==> config.mk <==
export PLATFORM = sky130hd
export DESIGN_NAME = four_thread_scheduler
export DESIGN_NICKNAME = d
export VERILOG_FILES = /design/src/design/fts_pkg.sv /design/src/design/fts_pick.sv /design/src/design/four_thread_scheduler.sv
export SDC_FILE = /design/constraint.sdc
export NUM_CORES = 1
export LEC_CHECK = 0
export ABC_CLOCK_PERIOD_IN_PS = 7550
export BUFFER_PORTS_ARGS = -buffer_cell sky130_fd_sc_hd__buf_2
export CORE_MARGIN = 2
export CORE_UTILIZATION = 35
export CTS_BUF_LIST = sky130_fd_sc_hd__clkbuf_4 sky130_fd_sc_hd__clkbuf_8 sky130_fd_sc_hd__clkbuf_16
export DETAILED_ROUTE_END_ITERATION = 6
export PLACE_DENSITY_LB_ADDON = 0.12
export SKIP_LAST_GASP = 1
export SLEW_MARGIN = 20
export SYNTH_ARGS = -nofsm -noshare
export SYNTH_HDL_FRONTEND = slang
export SYNTH_SLANG_ARGS = --single-unit
export TNS_END_PERCENT = 5
==> constraint.sdc <==
create_clock -name clk_i -period 7.55 [get_ports clk_i]
set_input_delay 0.755 -clock clk_i [delete_from_list [all_inputs] [get_ports clk_i]]
set_output_delay 0.755 -clock clk_i [all_outputs]
set_load 0.005 [all_outputs]
==> src/design/fts_pkg.sv <==
// shared constants, codes and types of the four-thread scheduler
package fts_pkg;

  // thread slots and derived widths
  localparam int unsigned THREADS   = 4;
  localparam int unsigned ID_W      = $clog2(THREADS);
  // ping-pong sweep period: 0 .. THREADS-1 .. 1
  localparam int unsigned SWEEP_LEN = 2 * THREADS - 2;
  localparam int unsigned POS_W     = $clog2(2 * SWEEP_LEN);

  // port field widths
  localparam int unsigned REQ_W     = 2;
  localparam int unsigned SP_W      = 8;
  localparam int unsigned STATUS_W  = 2;
  localparam int unsigned TID_W     = 2;
  localparam int unsigned VMASK_W   = 4;
  localparam int unsigned CFG_IDX_W = 2;
  localparam int unsigned CFG_W     = 8;

  // register reset values and the initial frame size
  localparam logic [SP_W-1:0] STACK_BASE_RST   = 8'h3F;
  localparam logic [SP_W-1:0] STACK_STRIDE_RST = 8'h10;
  localparam logic [SP_W-1:0] FRAME_BYTES      = 8'd7;

  // configuration register indexes
  localparam logic [CFG_IDX_W-1:0] CFG_STACK_BASE   = 2'd0;
  localparam logic [CFG_IDX_W-1:0] CFG_STACK_STRIDE = 2'd1;

  typedef enum logic [REQ_W-1:0] {
    REQ_CREATE = 2'd0,
    REQ_YIELD  = 2'd1,
    REQ_TICK   = 2'd2,
    REQ_EXIT   = 2'd3
  } req_e;

  typedef enum logic [STATUS_W-1:0] {
    ST_OK    = 2'd0,
    ST_FULL  = 2'd1,
    ST_EMPTY = 2'd2
  } status_e;

  // candidate threads offered by the selector
  typedef struct packed {
    logic            free_found;
    logic [ID_W-1:0] free_id;
    logic            rr_found;
    logic [ID_W-1:0] rr_id;
    logic            tick_found;
    logic [ID_W-1:0] tick_id;
    logic            tick_up;
    logic            low_found;
    logic [ID_W-1:0] low_id;
  } fts_pick_t;

endpackage

==> src/design/fts_pick.sv <==
// thread selection: lowest free slot, round-robin, ping-pong sweep, lowest valid
module fts_pick (
  input  logic [fts_pkg::THREADS-1:0] valid_i,
  input  logic [fts_pkg::THREADS-1:0] exit_mask_i,
  input  logic [fts_pkg::ID_W-1:0]    cur_id_i,
  input  logic                        sweep_up_i,
  output fts_pkg::fts_pick_t          pick_o
);

  localparam int unsigned T = fts_pkg::THREADS;
  localparam int unsigned P = fts_pkg::SWEEP_LEN;

  logic [fts_pkg::POS_W-1:0] pos0;

  logic                      free_found;
  logic [fts_pkg::ID_W-1:0]  free_id;
  logic                      rr_found;
  logic [fts_pkg::ID_W-1:0]  rr_id;
  logic                      tick_found;
  logic [fts_pkg::ID_W-1:0]  tick_id;
  logic                      tick_up;
  logic                      low_found;
  logic [fts_pkg::ID_W-1:0]  low_id;

  // lowest free slot and lowest valid thread after exit
  always_comb begin
    free_found = ~(&valid_i);
    free_id    = '0;
    low_found  = |exit_mask_i;
    low_id     = '0;
    for (int i = T - 1; i >= 0; i--) begin
      if (!valid_i[i]) begin
        free_id = fts_pkg::ID_W'(i);
      end
      if (exit_mask_i[i]) begin
        low_id = fts_pkg::ID_W'(i);
      end
    end
  end

  // round-robin: next valid after the current one, the current one last
  always_comb begin
    int c;
    rr_found = 1'b0;
    rr_id    = '0;
    for (int k = 1; k <= T; k++) begin
      c = int'(cur_id_i) + k;
      if (c >= T) begin
        c = c - T;
      end
      if (!rr_found && valid_i[c]) begin
        rr_found = 1'b1;
        rr_id    = fts_pkg::ID_W'(c);
      end
    end
  end

  // position of the current thread within the sweep period
  always_comb begin
    if (sweep_up_i || cur_id_i == '0) begin
      pos0 = fts_pkg::POS_W'(cur_id_i);
    end else begin
      pos0 = fts_pkg::POS_W'(P - int'(cur_id_i));
    end
  end

  // ping-pong sweep: first valid position after the current one
  always_comb begin
    int q;
    int id;
    tick_found = 1'b0;
    tick_id    = '0;
    tick_up    = sweep_up_i;
    for (int k = 1; k <= P; k++) begin
      q = int'(pos0) + k;
      if (q >= P) begin
        q = q - P;
      end
      id = (q < T) ? q : P - q;
      if (!tick_found && valid_i[id]) begin
        tick_found = 1'b1;
        tick_id    = fts_pkg::ID_W'(id);
        tick_up    = (q != 0) && (q <= T - 1);
      end
    end
  end

  // candidates gathered in field order
  assign pick_o = {free_found, free_id, rr_found, rr_id, tick_found, tick_id, tick_up,
                   low_found, low_id};

endmodule

==> src/design/four_thread_scheduler.sv <==
// top level of the four-thread scheduler: registers, state update and handshakes
//
//   channel | direction | handshake            | payload
//   --------+-----------+----------------------+-----------------------------------------
//   cfg     | in        | cfg_valid_i/ready_o  | cfg_idx_i, cfg_data_i
//   in      | in        | in_valid_i/ready_o   | req_type_i, cur_sp_i
//   out     | out       | out_valid_o/ready_i  | status_o, thread_id_o, restore_sp_o,
//           |           |                      | valid_mask_o
//
// one request per cycle sustained while the receiver takes results; a transaction
// passes the input register, then the single selection pass, then the result
// register, from which its result is offered.
// reset empties the thread mask, clears the running flag and sets the sweep
// upward; base and stride return to their defaults. saved pointers need no reset.
// a stalled result holds the result register; the input register still takes
// a new transaction whenever the result register frees up in the same cycle.
module four_thread_scheduler (
  input  logic                           clk_i,
  input  logic                           rst_ni,
  input  logic                           cfg_valid_i,
  output logic                           cfg_ready_o,
  input  logic [fts_pkg::CFG_IDX_W-1:0]  cfg_idx_i,
  input  logic [fts_pkg::CFG_W-1:0]      cfg_data_i,
  input  logic                           in_valid_i,
  output logic                           in_ready_o,
  input  logic [fts_pkg::REQ_W-1:0]      req_type_i,
  input  logic [fts_pkg::SP_W-1:0]       cur_sp_i,
  output logic                           out_valid_o,
  input  logic                           out_ready_i,
  output logic [fts_pkg::STATUS_W-1:0]   status_o,
  output logic [fts_pkg::TID_W-1:0]      thread_id_o,
  output logic [fts_pkg::SP_W-1:0]       restore_sp_o,
  output logic [fts_pkg::VMASK_W-1:0]    valid_mask_o
);

  localparam int unsigned T    = fts_pkg::THREADS;
  localparam int unsigned ID_W = fts_pkg::ID_W;
  localparam int unsigned SP_W = fts_pkg::SP_W;

  // configuration
  logic [SP_W-1:0] stack_base_q, stack_stride_q;

  // scheduler state
  logic [T-1:0]    thread_valid_q, thread_valid_d;
  logic [ID_W-1:0] current_id_q, current_id_d;
  logic            current_live_q, current_live_d;
  logic            sweep_up_q, sweep_up_d;
  logic [SP_W-1:0] saved_sp_q [T];

  // input register
  logic                  inq_valid_q;
  fts_pkg::req_e         inq_req_q;
  logic [SP_W-1:0]       inq_sp_q;

  // result register
  logic                  res_valid_q;
  fts_pkg::status_e      res_status_q, res_status_d;
  logic [ID_W-1:0]       res_id_q, res_id_d;
  logic [SP_W-1:0]       res_sp_q, res_sp_d;
  logic [T-1:0]          res_mask_q;

  logic                  advance;
  logic [T-1:0]          exit_mask;
  fts_pkg::fts_pick_t    pick;
  logic [SP_W+ID_W-1:0]  stride_prod;
  logic [SP_W-1:0]       init_sp;
  logic                  do_save;
  logic                  wr_en;
  logic [ID_W-1:0]       wr_id;
  logic [SP_W-1:0]       wr_data;
  logic [ID_W-1:0]       rd_id;
  logic [SP_W-1:0]       rd_data;

  // handshakes
  assign cfg_ready_o = 1'b1;
  assign advance     = inq_valid_q && (!res_valid_q || out_ready_i);
  assign in_ready_o  = !inq_valid_q || advance;

  // configuration registers
  always_ff @(posedge clk_i or negedge rst_ni) begin
    if (!rst_ni) begin
      stack_base_q   <= fts_pkg::STACK_BASE_RST;
      stack_stride_q <= fts_pkg::STACK_STRIDE_RST;
    end else if (cfg_valid_i) begin
      if (cfg_idx_i == fts_pkg::CFG_STACK_BASE) begin
        stack_base_q <= cfg_data_i;
      end else if (cfg_idx_i == fts_pkg::CFG_STACK_STRIDE) begin
        stack_stride_q <= cfg_data_i;
      end
    end
  end

  // input register
  always_ff @(posedge clk_i or negedge rst_ni) begin
    if (!rst_ni) begin
      inq_valid_q <= 1'b0;
    end else if (in_ready_o) begin
      inq_valid_q <= in_valid_i;
    end
  end

  always_ff @(posedge clk_i) begin
    if (in_valid_i && in_ready_o) begin
      inq_req_q <= fts_pkg::req_e'(req_type_i);
      inq_sp_q  <= cur_sp_i;
    end
  end

  // mask seen by exit once the running thread is dropped
  always_comb begin
    exit_mask = thread_valid_q;
    if (current_live_q) begin
      exit_mask[current_id_q] = 1'b0;
    end
  end

  fts_pick u_pick (
    .valid_i     (thread_valid_q),
    .exit_mask_i (exit_mask),
    .cur_id_i    (current_id_q),
    .sweep_up_i  (sweep_up_q),
    .pick_o      (pick)
  );

  // initial stack pointer of the new slot, wrapping at eight bits
  assign stride_prod = {{ID_W{1'b0}}, stack_stride_q} * {{SP_W{1'b0}}, pick.free_id};
  assign init_sp     = SP_W'(stack_base_q + stride_prod[SP_W-1:0] + fts_pkg::FRAME_BYTES);

  assign do_save = current_live_q &&
                   (inq_req_q == fts_pkg::REQ_YIELD || inq_req_q == fts_pkg::REQ_TICK);

  // thread whose saved pointer is read
  always_comb begin
    unique case (inq_req_q)
      fts_pkg::REQ_YIELD: rd_id = pick.rr_id;
      fts_pkg::REQ_TICK:  rd_id = pick.tick_id;
      fts_pkg::REQ_EXIT:  rd_id = pick.low_id;
      default:            rd_id = '0;
    endcase
  end

  // saved pointer of the chosen thread, bypassing a save made in this pass
  assign rd_data = (do_save && rd_id == current_id_q) ? inq_sp_q : saved_sp_q[rd_id];

  // request decode and next state
  always_comb begin
    thread_valid_d = thread_valid_q;
    current_id_d   = current_id_q;
    current_live_d = current_live_q;
    sweep_up_d     = sweep_up_q;
    res_status_d   = fts_pkg::ST_OK;
    res_id_d       = '0;
    res_sp_d       = '0;
    wr_en          = do_save;
    wr_id          = current_id_q;
    wr_data        = inq_sp_q;
    unique case (inq_req_q)
      fts_pkg::REQ_CREATE: begin
        if (!pick.free_found) begin
          res_status_d = fts_pkg::ST_FULL;
        end else begin
          thread_valid_d[pick.free_id] = 1'b1;
          wr_en    = 1'b1;
          wr_id    = pick.free_id;
          wr_data  = init_sp;
          res_id_d = pick.free_id;
          res_sp_d = init_sp;
          if (!current_live_q) begin
            current_id_d   = pick.free_id;
            current_live_d = 1'b1;
          end
        end
      end
      fts_pkg::REQ_YIELD: begin
        if (pick.rr_found) begin
          current_id_d   = pick.rr_id;
          current_live_d = 1'b1;
          res_id_d       = pick.rr_id;
          res_sp_d       = rd_data;
        end else begin
          current_live_d = 1'b0;
          res_status_d   = fts_pkg::ST_EMPTY;
        end
      end
      fts_pkg::REQ_TICK: begin
        if (pick.tick_found) begin
          current_id_d   = pick.tick_id;
          current_live_d = 1'b1;
          sweep_up_d     = pick.tick_up;
          res_id_d       = pick.tick_id;
          res_sp_d       = rd_data;
        end else begin
          current_live_d = 1'b0;
          res_status_d   = fts_pkg::ST_EMPTY;
        end
      end
      fts_pkg::REQ_EXIT: begin
        thread_valid_d = exit_mask;
        if (pick.low_found) begin
          current_id_d   = pick.low_id;
          current_live_d = 1'b1;
          res_id_d       = pick.low_id;
          res_sp_d       = rd_data;
        end else begin
          current_live_d = 1'b0;
          res_status_d   = fts_pkg::ST_EMPTY;
        end
      end
      default: begin
        res_status_d = fts_pkg::ST_OK;
      end
    endcase
  end

  // scheduler state registers
  always_ff @(posedge clk_i or negedge rst_ni) begin
    if (!rst_ni) begin
      thread_valid_q <= '0;
      current_id_q   <= '0;
      current_live_q <= 1'b0;
      sweep_up_q     <= 1'b1;
    end else if (advance) begin
      thread_valid_q <= thread_valid_d;
      current_id_q   <= current_id_d;
      current_live_q <= current_live_d;
      sweep_up_q     <= sweep_up_d;
    end
  end

  // saved stack pointers
  always_ff @(posedge clk_i) begin
    if (advance && wr_en) begin
      saved_sp_q[wr_id] <= wr_data;
    end
  end

  // result register
  always_ff @(posedge clk_i or negedge rst_ni) begin
    if (!rst_ni) begin
      res_valid_q <= 1'b0;
    end else if (advance) begin
      res_valid_q <= 1'b1;
    end else if (out_ready_i) begin
      res_valid_q <= 1'b0;
    end
  end

  always_ff @(posedge clk_i) begin
    if (advance) begin
      res_status_q <= res_status_d;
      res_id_q     <= res_id_d;
      res_sp_q     <= res_sp_d;
      res_mask_q   <= thread_valid_d;
    end
  end

  // result ports
  assign out_valid_o  = res_valid_q;
  assign status_o     = res_status_q;
  assign thread_id_o  = fts_pkg::TID_W'(res_id_q);
  assign restore_sp_o = res_sp_q;
  assign valid_mask_o = fts_pkg::VMASK_W'(res_mask_q);

endmodule

* Word level (Yosys, flattened, before mapping)
Memory sizes are Yosys's and may differ from the RTL's.
Cells that the tools add are included.
** Word-level totals
- Input bits :: 25
- Memory bits (writable) :: 32
- Flip-flop bits (word level) :: 52
- Logic and storage cells :: 274
- Memories kept :: 1
- Output and inout bits :: 19
** Memories
- saved_sp_q :: words 4, bits a word 8, read ports 1, clocked after Yosys merged registers in 0, wr ports 1, line four_thread_scheduler.sv:48 : logic [SP_W-1:0] saved_sp_q [T];
** Operators by class
- $lt $le $gt $ge :: 36
- Mux-type cells :: 126
- Multipliers :: 1
- Reductions and logical operators :: 53
- Add/sub/neg operators :: 29
- Bitwise operators :: 4
- Equality and inequality tests :: 10
** Operator list (count)
- $mux W32 :: 16
- $ge A32 B3 Y1 const B :: 10
- $lt A32 B4 Y1 const B :: 10
- $sub A32 B3 Y32 const B :: 10
- $le A32 B2 Y1 const B :: 6
- $lt A32 B3 Y1 const B :: 6
- $reduce_bool A32 Y1 :: 6
- $sub A3 B32 Y32 const A :: 6
- $mux W2 :: 32
- $mux W8 :: 7
- $mux W1 :: 49
- $pmux W8 S4 :: 1
- $pmux W2 S4 :: 3
- $logic_and A1 B1 Y1 :: 21
- $bmux W1 S2 :: 10
- $add A4 B3 Y5 const B :: 3
- $mux W4 :: 3
- $add A4 B2 Y5 const B :: 2
- $logic_not A1 Y1 :: 10
- $add A8 B3 Y8 const B :: 1
- $add A8 B8 Y8 :: 1
- $mul A8 B2 Y8 :: 1
- $pmux W4 S2 :: 1
- $reduce_and A4 Y1 :: 2
- other kinds (27) :: 42

* Depth between registers and ports, before layout
Gate-level depths: netlist (run 1).
- Depth in word-level cells :: 33
- Depth in mapped cells :: 23
- Gate-level depth less buffers :: 19

* Hierarchy
Synthesis (run 1) repeated with hierarchy kept, for this count alone.
** Unflattened totals
- Cells, all modules :: 547
- Area, all modules :: 5601.6 µm²
** Modules (own cells, without submodules)
- four_thread_scheduler :: cells an instance 356, sequential area each 2402.3 µm², times used 1, area each 4300.4 µm²
- fts_pick :: cells an instance 191, sequential area each 0.0 µm², times used 1, area each 1301.2 µm²

* Worst setup path before layout (run 1)
No wires, ideal clock.
- Kind :: register -> register
- Start :: register current_id_q[1]
- End :: register res_sp_q[7], in the netlist restore_sp_o[7], data pin
- Data required time :: 7408 ps
- Setup slack :: 2298 ps
- Arrival :: 5111 ps
- Clock period less this slack :: 5252 ps
- Buffers on the path :: 3
- Library setup time :: 142 ps
- Stages on the path, launching flop included :: 21
- Cells stage by stage :: dfrtp_1 clkbuf_1 inv_1 ha_1 clkbuf_1 or3_1 nand2_1 inv_1 ha_1 or4_4 and3_1 o31a_1 or3b_4 and2_4 o311ai_4 a31oi_2 o211a_1 or3_1 buf_6 o21bai_1 o21ai_2
** On the way
- Cells in the longest elaborated chain, start to end :: 33
- Elaborated cells on any way between the ends :: 150
- Those cells by class :: add/sub (27); order compare (18); eq/ne (1); mux (80); bitwise (2); reduce/logical (21); memory (1)
** Ends and longest elaborated chain
- from (decl) :: line four_thread_scheduler.sv:45 : logic [ID_W-1:0] current_id_q, current_id_d;
- from (signal assigned) :: line four_thread_scheduler.sv:224 : current_id_q <= current_id_d;
- branches (longest 32 deep; another with $sub A32 B3 Y32)
- $pmux W8 S4 * :: line four_thread_scheduler.sv:157 : unique case (inq_req_q)
- net res_sp_d[7] :: line four_thread_scheduler.sv:59 : logic [SP_W-1:0] res_sp_q, res_sp_d;
- to (signal assigned) :: line four_thread_scheduler.sv:252 : res_sp_q <= res_sp_d;
- to (decl) :: line four_thread_scheduler.sv:59
Mark *: on every way through the listed nets, which the timed path passes. The select of a mux whose other input is x is not followed.
A chain may end at the register's enable or synchronous reset.

* Worst setup path after layout (run 1)
- Start :: register current_id_q[1]
- End :: register res_sp_q[4], in the netlist restore_sp_o[4], data pin
The elaborated chain is that of the path after synthesis.

==> impl_metrics.py, run 1 <==
metrics = {
    "clocking": {
        "cts_sinks": 84,
        "cts_inserted_buffers": 9,
        "htree_num_levels": 3,
        "cts-resized-gates": 0,
        "clock_tree.buffer_depth": 2,
        "cts_root_buf": "clkbuf_16",
        "post_cts_clock_slew_at_the_launch_and_capture_registers_of_the_worst_setup_and_hold_paths_ps": 70,
        "cts.repair_timing.setup_buffer_count": 0,
        "cts-hold-fix-buffers": 0,
        "cts_tree": "yes",
        "worst_skew_pair.late_latency_ps": 350,
    },
    "synth": {
        "synthCells": 577,
        "postSynth.topFlopCell": "edfxtp_1",
        "synth_cell_types": 89,
        "postSynth.asyncResetShare_pct": 31.0,
        "synth_warnings": 0,
        "syn-num-nets": 644,
        "synth_enable_flop_cells": 58,
        "synth-seq-area-share_pct": 41.1,
        "syn_avg_cell_area_um2": 10.1,
        "postSynthRegisterBits": 84,
        "combined_area_of_all_synthesized_cells_um2": 5850,
    },
    "place": {
        "io_buffer_count": 42,
        "detailedPlacementHpwl_um": 10800,
        "dpl_cell_area_um2": 6190,
        "gp_routability_congestion": 0.894,
        "detailedPlace.worstSlack_ps": 1690,
    },
    "drt": {
        "antenna_violating_nets_post_route": 0,
        "totalWireLength_um": 14500,
        "num_vias": 4363,
        "drt-wirelength-per-cell_um": 17.5,
        "post_drt_via_cell_ratio": 5.25,
        "first_pass_iters": 5,
        "drt_drc_violations_left": 0,
        "detail_route.iter0.violations": 377,
    },
    "job": {
        "cap_viol_max_count": 0,
    },
    "global_route": {
        "grt_use_total_pct": 16.9,
        "first_global_vias": 4418,
        "grt_max_degree": 39,
        "antenna_found_initial": 0,
        "grt_pass1_wl_um": 23800,
        "globalRoute.totalOverflow": 0,
    },
    "die": {
        "floorplan.rows": 47,
        "die_width_um": 133,
        "core_area_um2": 16500,
        "start_util_pct": 35.5,
        "floorplan.die_area_um2": 17800,
        "die_height_um": 133,
        "io-pin-count": 44,
    },
    "timing": {
        "final.hold.worst_slack_ps": 419,
        "period_share_pct": 78.8,
        "timing_max_transition_violations_final": 0,
        "finalHoldViolCount": 0,
        "fin_tns_setup_ps": 0,
        "post-route-min-period_ps": 5950,
        "fin_ws_ps": 1600,
        "worst_margin_pin_slew_ps": 921,
        "maxClockFrequency_mhz": 168,
        "finalSetupViolCount": 0,
        "fin_skew_ps": 5.40,
        "maxSlewHeadroom_pct": 38.2,
        "rsz_0062_raised_after_global_routing": "no",
    },
    "cells_and_area": {
        "drive_gt1_share_pct": 20.8,
        "fill_cells": 1670,
        "area_delta_synth_final_pct": 11.0,
        "most-common-layout-cells": "nand2_1, edfxtp_1, inv_1",
        "antenna_diode_count": 0,
        "num-nets-final": 673,
        "stdcell_area_um2": 6490,
        "layout_commonest_cell": "nand2_1",
    },
    "setup_path": {
        "critical_path_class": "reg -> reg",
        "origin_of_the_worst_setup_path": "current_id_q[1]",
        "r2r_end": "restore_sp_o[4]",
        "worstPathMaxFanout": 17,
        "worstRegToRegCells": 18,
        "timing.rr.start": "current_id_q[1]",
        "rrSetupSlack_ps": 1600,
        "worst_setup_path_start_kind": "flop",
        "critPathArrivalTime_ps": 6130,
        "cp.required_ps": 7730,
        "end_kind": "flop",
    },
    "status": {
        "run_status": "finished, final reports clean",
    },
    "hold_path": {
        "hold_path_class": "in -> async",
    },
    "pwr": {
        "leakage_uw": 0.00261,
        "p_per_area_nw_per_um2": 456,
        "p_total_uw": 2960,
        "vdd.ir_drop.worst_mv": 0.156,
    },
}
## final cells by class
cell class | count | area [um^2] | area share, %
multi-input cells | 419 | 3110 | 47.8
repair buffers | 45 | 233 | 3.58
well taps | 220 | 275 | 4.24
flip-flops and latches | 84 | 2400 | 37.0
inverters | 47 | 176 | 2.72
clock inverters | 7 | 76.3 | 1.18
clock buffers | 9 | 225 | 3.47
## power breakdown
| group | internal [uW] | total, uW | switching [uW] |
|---|---|---|---|
| registers | 602 | 667 | 64.6 |
| clock network | 235 | 451 | 215 |
| logic | 765 | 1840 | 1080 |
| total | 1600 | 2960 | 1360 |
## Yosys cell counts (3+ instances only)
| cell | instances | area (um^2) |
|---|---|---|
| inv_1 | 46 | 173 |
| o22ai_1 | 3 | 18.8 |
| mux2_2 | 26 | 293 |
| a21oi_1 | 34 | 170 |
| fa_1 | 7 | 140 |
| o21bai_1 | 6 | 45.0 |
| nor2_1 | 40 | 150 |
| a21boi_0 | 4 | 30.0 |
| clkbuf_8 | 3 | 41.3 |
| nand4_1 | 3 | 18.8 |
| nand3_1 | 10 | 50.1 |
| xnor2_1 | 11 | 96.3 |
| and2_1 | 5 | 31.3 |
| dfstp_2 | 8 | 210 |
| a31oi_1 | 5 | 31.3 |
| and3_1 | 3 | 18.8 |
| nor2b_1 | 5 | 31.3 |
| ha_1 | 35 | 438 |
| o221ai_2 | 7 | 105 |
| o31ai_1 | 3 | 22.5 |
| nand2b_1 | 6 | 37.5 |
| o31a_1 | 4 | 35.0 |
| a21o_1 | 3 | 22.5 |
| clkbuf_1 | 16 | 60.1 |
| mux2i_1 | 23 | 230 |
| edfxtp_1 | 58 | 1740 |
| o211a_1 | 3 | 30.0 |
| or3_1 | 5 | 31.3 |
| nand2_1 | 69 | 259 |
| dfrtp_1 | 18 | 450 |
| nor3_1 | 5 | 25.0 |
| buf_6 | 3 | 33.8 |
| o21ai_0 | 30 | 150 |
## worst max-delay path, cell delays in order (launching register included)
cell and delay, ps:
dfrtp_1 740, inv_1 220, ha_1 410, or3_1 510
nand2_1 150, ha_1 410, inv_1 140, ha_1 300
nand2b_1 90, a2111oi_0 480, o31ai_1 120, o2111a_1 230
mux2i_2 390, o311ai_4 180, a31oi_2 300, nor2_1 150
nor2_2 390, mux2_2 400, o221ai_2 170
## routing by layer
layer  share of wire, %  track usage, %  wire length (um)
met5                  0               0                 0
met4                1.9            4.96               270
met3                3.4            2.32               497
met2                 47            27.7              6810
met1                 48            23.6              6950
## cells by family after synthesis
group / after synthesis / synth area share (%)
and+or+nand+nor: 171 / 14.0
other: 1 / 0.0641
adders and majority gates: 42 / 9.88
muxes: 51 / 9.56
xor gates and xnor gates: 13 / 1.95
buffers and inverters: 74 / 5.82
AOI/OAI and AO/OA: 141 / 17.7
DFF: 84 / 41.1
## registers in the layout, summed over array words and instances, names as in the netlist
name	cells
inq_valid_q	1
inq_req_q	2
thread_id_o	2
saved_sp_q	32
current_id_q	2
status_o	2
restore_sp_o	8
current_live_q	1
valid_mask_o	4
stack_stride_q	8
inq_sp_q	8
thread_valid_q	4
stack_base_q	8
out_valid_o	1
sweep_up_q	1
## metrics by stage
step	cells	utilization, %
detailed placement	815	37.6
global route	831	39.4
CTS	831	39.4
floorplan	577	-
finish	831	39.4
global placement	815	37.6
## how the worst max path moves through the flow
stage | endpoint | slack, ps | cells past startpoint
floorplan | restore_sp_o[7] | 2300 | 20
global placement | restore_sp_o[2] | 1730 | 17
detailed placement | restore_sp_o[2] | 1690 | 17
CTS | restore_sp_o[2] | 1680 | 17
global route | restore_sp_o[7] | 1230 | 17
finish | restore_sp_o[4] | 1600 | 18
(Power assumes the default switching activity.)
==> run 2, diff against run 1 <==
--- a/config.mk
+++ b/config.mk
@@ -5,7 +5,7 @@
 export SDC_FILE = /design/constraint.sdc
 export NUM_CORES = 1
 export LEC_CHECK = 0
-export ABC_CLOCK_PERIOD_IN_PS = 7550
+export ABC_CLOCK_PERIOD_IN_PS = 5400
 export BUFFER_PORTS_ARGS = -buffer_cell sky130_fd_sc_hd__buf_2
 export CORE_MARGIN = 2
 export CORE_UTILIZATION = 35
==> constraint.sdc (replaced) <==
create_clock -name clk_i -period 5.4 [get_ports clk_i]
set_input_delay 0.54 -clock clk_i [delete_from_list [all_inputs] [get_ports clk_i]]
set_output_delay 0.54 -clock clk_i [all_outputs]
set_load 0.005 [all_outputs]
==> impl_metrics.py, run 2 (synthesized netlist as in run 1, its figures left out) <==
metrics = {
    "die": {
        "io-pin-count": 44,
        "die_height_um": 133,
        "die_width_um": 133,
        "floorplan.die_area_um2": 17800,
        "floorplan.rows": 47,
        "core_area_um2": 16500,
        "start_util_pct": 35.5,
    },
    "hold_path": {
        "hold_path_class": "in -> async",
    },
    "cells_and_area": {
        "max_flop_register": "saved_sp_q",
        "num-nets-final": 684,
        "area_delta_synth_final_pct": 12.6,
        "stdcell_area_um2": 6580,
        "layout_commonest_cell": "nand2_1",
        "flip_flop_count_of_the_largest_register_after_layout": 32,
        "fill_cells": 1644,
        "antenna_diode_count": 0,
        "most-common-layout-cells": "nand2_1, edfxtp_1, inv_1",
        "drive_gt1_share_pct": 22.3,
    },
    "pwr": {
        "p_total_uw": 4170,
        "comb_power_share_pct": 63.2,
        "switching_share_pct": 45.2,
        "seq_power_share_pct": 22.1,
        "switching_power_uw": 1890,
        "vdd.ir_drop.worst_mv": 0.306,
        "clock_power_share_pct": 14.7,
        "p_per_area_nw_per_um2": 633,
        "cell_internal_pwr_uw": 2280,
        "leakage_uw": 0.00266,
    },
    "timing": {
        "maxClockFrequency_mhz": 195,
        "worst_margin_pin_slew_ps": 967,
        "fin_skew_ps": 11.1,
        "post-route-min-period_ps": 5140,
        "period_share_pct": 95.2,
        "finalHoldViolCount": 0,
        "maxSlewHeadroom_pct": 35.3,
        "final.hold.worst_slack_ps": 212,
        "rsz_0062_raised_after_global_routing": "yes",
        "finalSetupViolCount": 0,
        "timing_max_transition_violations_final": 0,
    },
    "drt": {
        "detail_route.iter0.violations": 244,
        "post_drt_via_cell_ratio": 5.25,
        "drt-wirelength-per-cell_um": 17.5,
        "num_vias": 4421,
        "totalWireLength_um": 14700,
        "antenna_violating_nets_post_route": 0,
        "drt_drc_violations_left": 0,
        "first_pass_iters": 5,
    },
    "clocking": {
        "htree_num_levels": 3,
        "cts_tree": "yes",
        "post_cts_clock_slew_at_the_launch_and_capture_registers_of_the_worst_setup_and_hold_paths_ps": 80,
        "cts_root_buf": "clkbuf_16",
        "clock_tree.buffer_depth": 2,
        "worst_skew_pair.late_latency_ps": 350,
        "cts_inserted_buffers": 9,
        "cts-hold-fix-buffers": 0,
        "cts_sinks": 84,
    },
    "setup_path": {
        "worstPathMaxFanout": 8,
        "worst_setup_path_start_kind": "flop",
        "worstRegToRegCells": 17,
        "end_kind": "flop",
        "critPathArrivalTime_ps": 5230,
        "critical_path_class": "reg -> reg",
        "cp.required_ps": 5480,
    },
    "global_route": {
        "antenna_found_initial": 0,
        "first_global_vias": 4589,
        "grt_pass1_wl_um": 24300,
        "grt_max_degree": 39,
        "globalRoute.totalOverflow": 0,
        "grt_use_total_pct": 17.3,
    },
    "place": {
        "io_buffer_count": 42,
        "detailedPlacementHpwl_um": 11000,
        "dpl_cell_area_um2": 6280,
        "gp_routability_congestion": 0.848,
    },
    "job": {
        "cap_viol_max_count": 0,
    },
    "status": {
        "run_status": "finished, final reports clean",
    },
}
[run 2: cell types whose count changed in the layout (fill, tap and decap cells not counted)]
| cell | change |
|---|---|
| clkinv_4 | -1 |
| or3_4 | +1 |
| buf_6 | +1 |
| or3_1 | -1 |
| nor2_2 | -1 |
| buf_4 | +10 |
| clkinvlp_4 | +2 |
| inv_8 | -2 |
| inv_6 | +1 |
| nor2_4 | +1 |
[run 2: power groups by stage]
stage	Combinational [uW]	Clock (uW)	Sequential (uW)
floorplan	2050	0	896
global placement	2590	0	933
detailed placement	2610	0	934
CTS	2620	631	922
global route	2940	654	934
finish	2630	614	922
[run 2: critical path: stages (launching register included)]
cell and delay, ps:
dfrtp_1 400, inv_1 190, ha_1 280, or3_1 390, nand2_1 140, inv_1 70
ha_1 210, or4_4 560, and3_1 180, o31a_1 260, or3b_4 420, a221oi_1 290
o21ai_1 160, or3_4 380, a21oi_4 400, mux2i_1 250, mux2_2 190, o221ai_2 90
[run 2: final timing paths]
path,slack (ps),startpoint,end
min,210,rst_ni,current_id_q[1]
max in group asynchronous,4760,rst_ni,stack_stride_q[1]
max,260,current_id_q[0],restore_sp_o[6]
min in group clk_i,370,req_type_i[0],inq_req_q[0]
min reg2reg,500,inq_valid_q,out_valid_o
max reg2reg,260,current_id_q[0],restore_sp_o[6]
[run 2: layer usage]
metal | track usage [%] | vias to the layer above | routed length [um] | share of wire, %
li1 | - | 2163 | - | -
met1 | 23.5 | 2160 | 6870 | 47
met2 | 29.1 | 81 | 7070 | 48
met3 | 2.55 | 17 | 569 | 3.9
met4 | 4.49 | 0 | 190 | 1.3
met5 | 0 | - | 0 | 0
[run 2: stage by stage]
stage | std cells | util (%) | setup slack [ps] | TNS (ps)
CTS | 842 | 39.9 | 251 | 0
floorplan | 577 | - | 148 | 0
detailed placement | 826 | 38.1 | 299 | 0
global route | 842 | 40.0 | -0.192 | -0.192
global placement | 826 | 38.1 | 350 | 0
finish | 842 | 40.0 | 259 | 0
[run 2: area by class of cell]
cell class                      count  area, um^2  area share (%)
Clock buffer                        9         225            3.42
Sequential cell                    84        2400            36.5
Tap cell                          220         275            4.18
Clock inverter                      7        68.8            1.05
Multi-Input combinational cell    419        3120            47.3
Timing Repair Buffer               56         319            4.85
Inverter                           47         176            2.68
[run 2: repair_timing]
action	in CTS	in global routing
buffers inserted	0	0
setup endpoints to repair	0	8
gates resized for setup	0	3
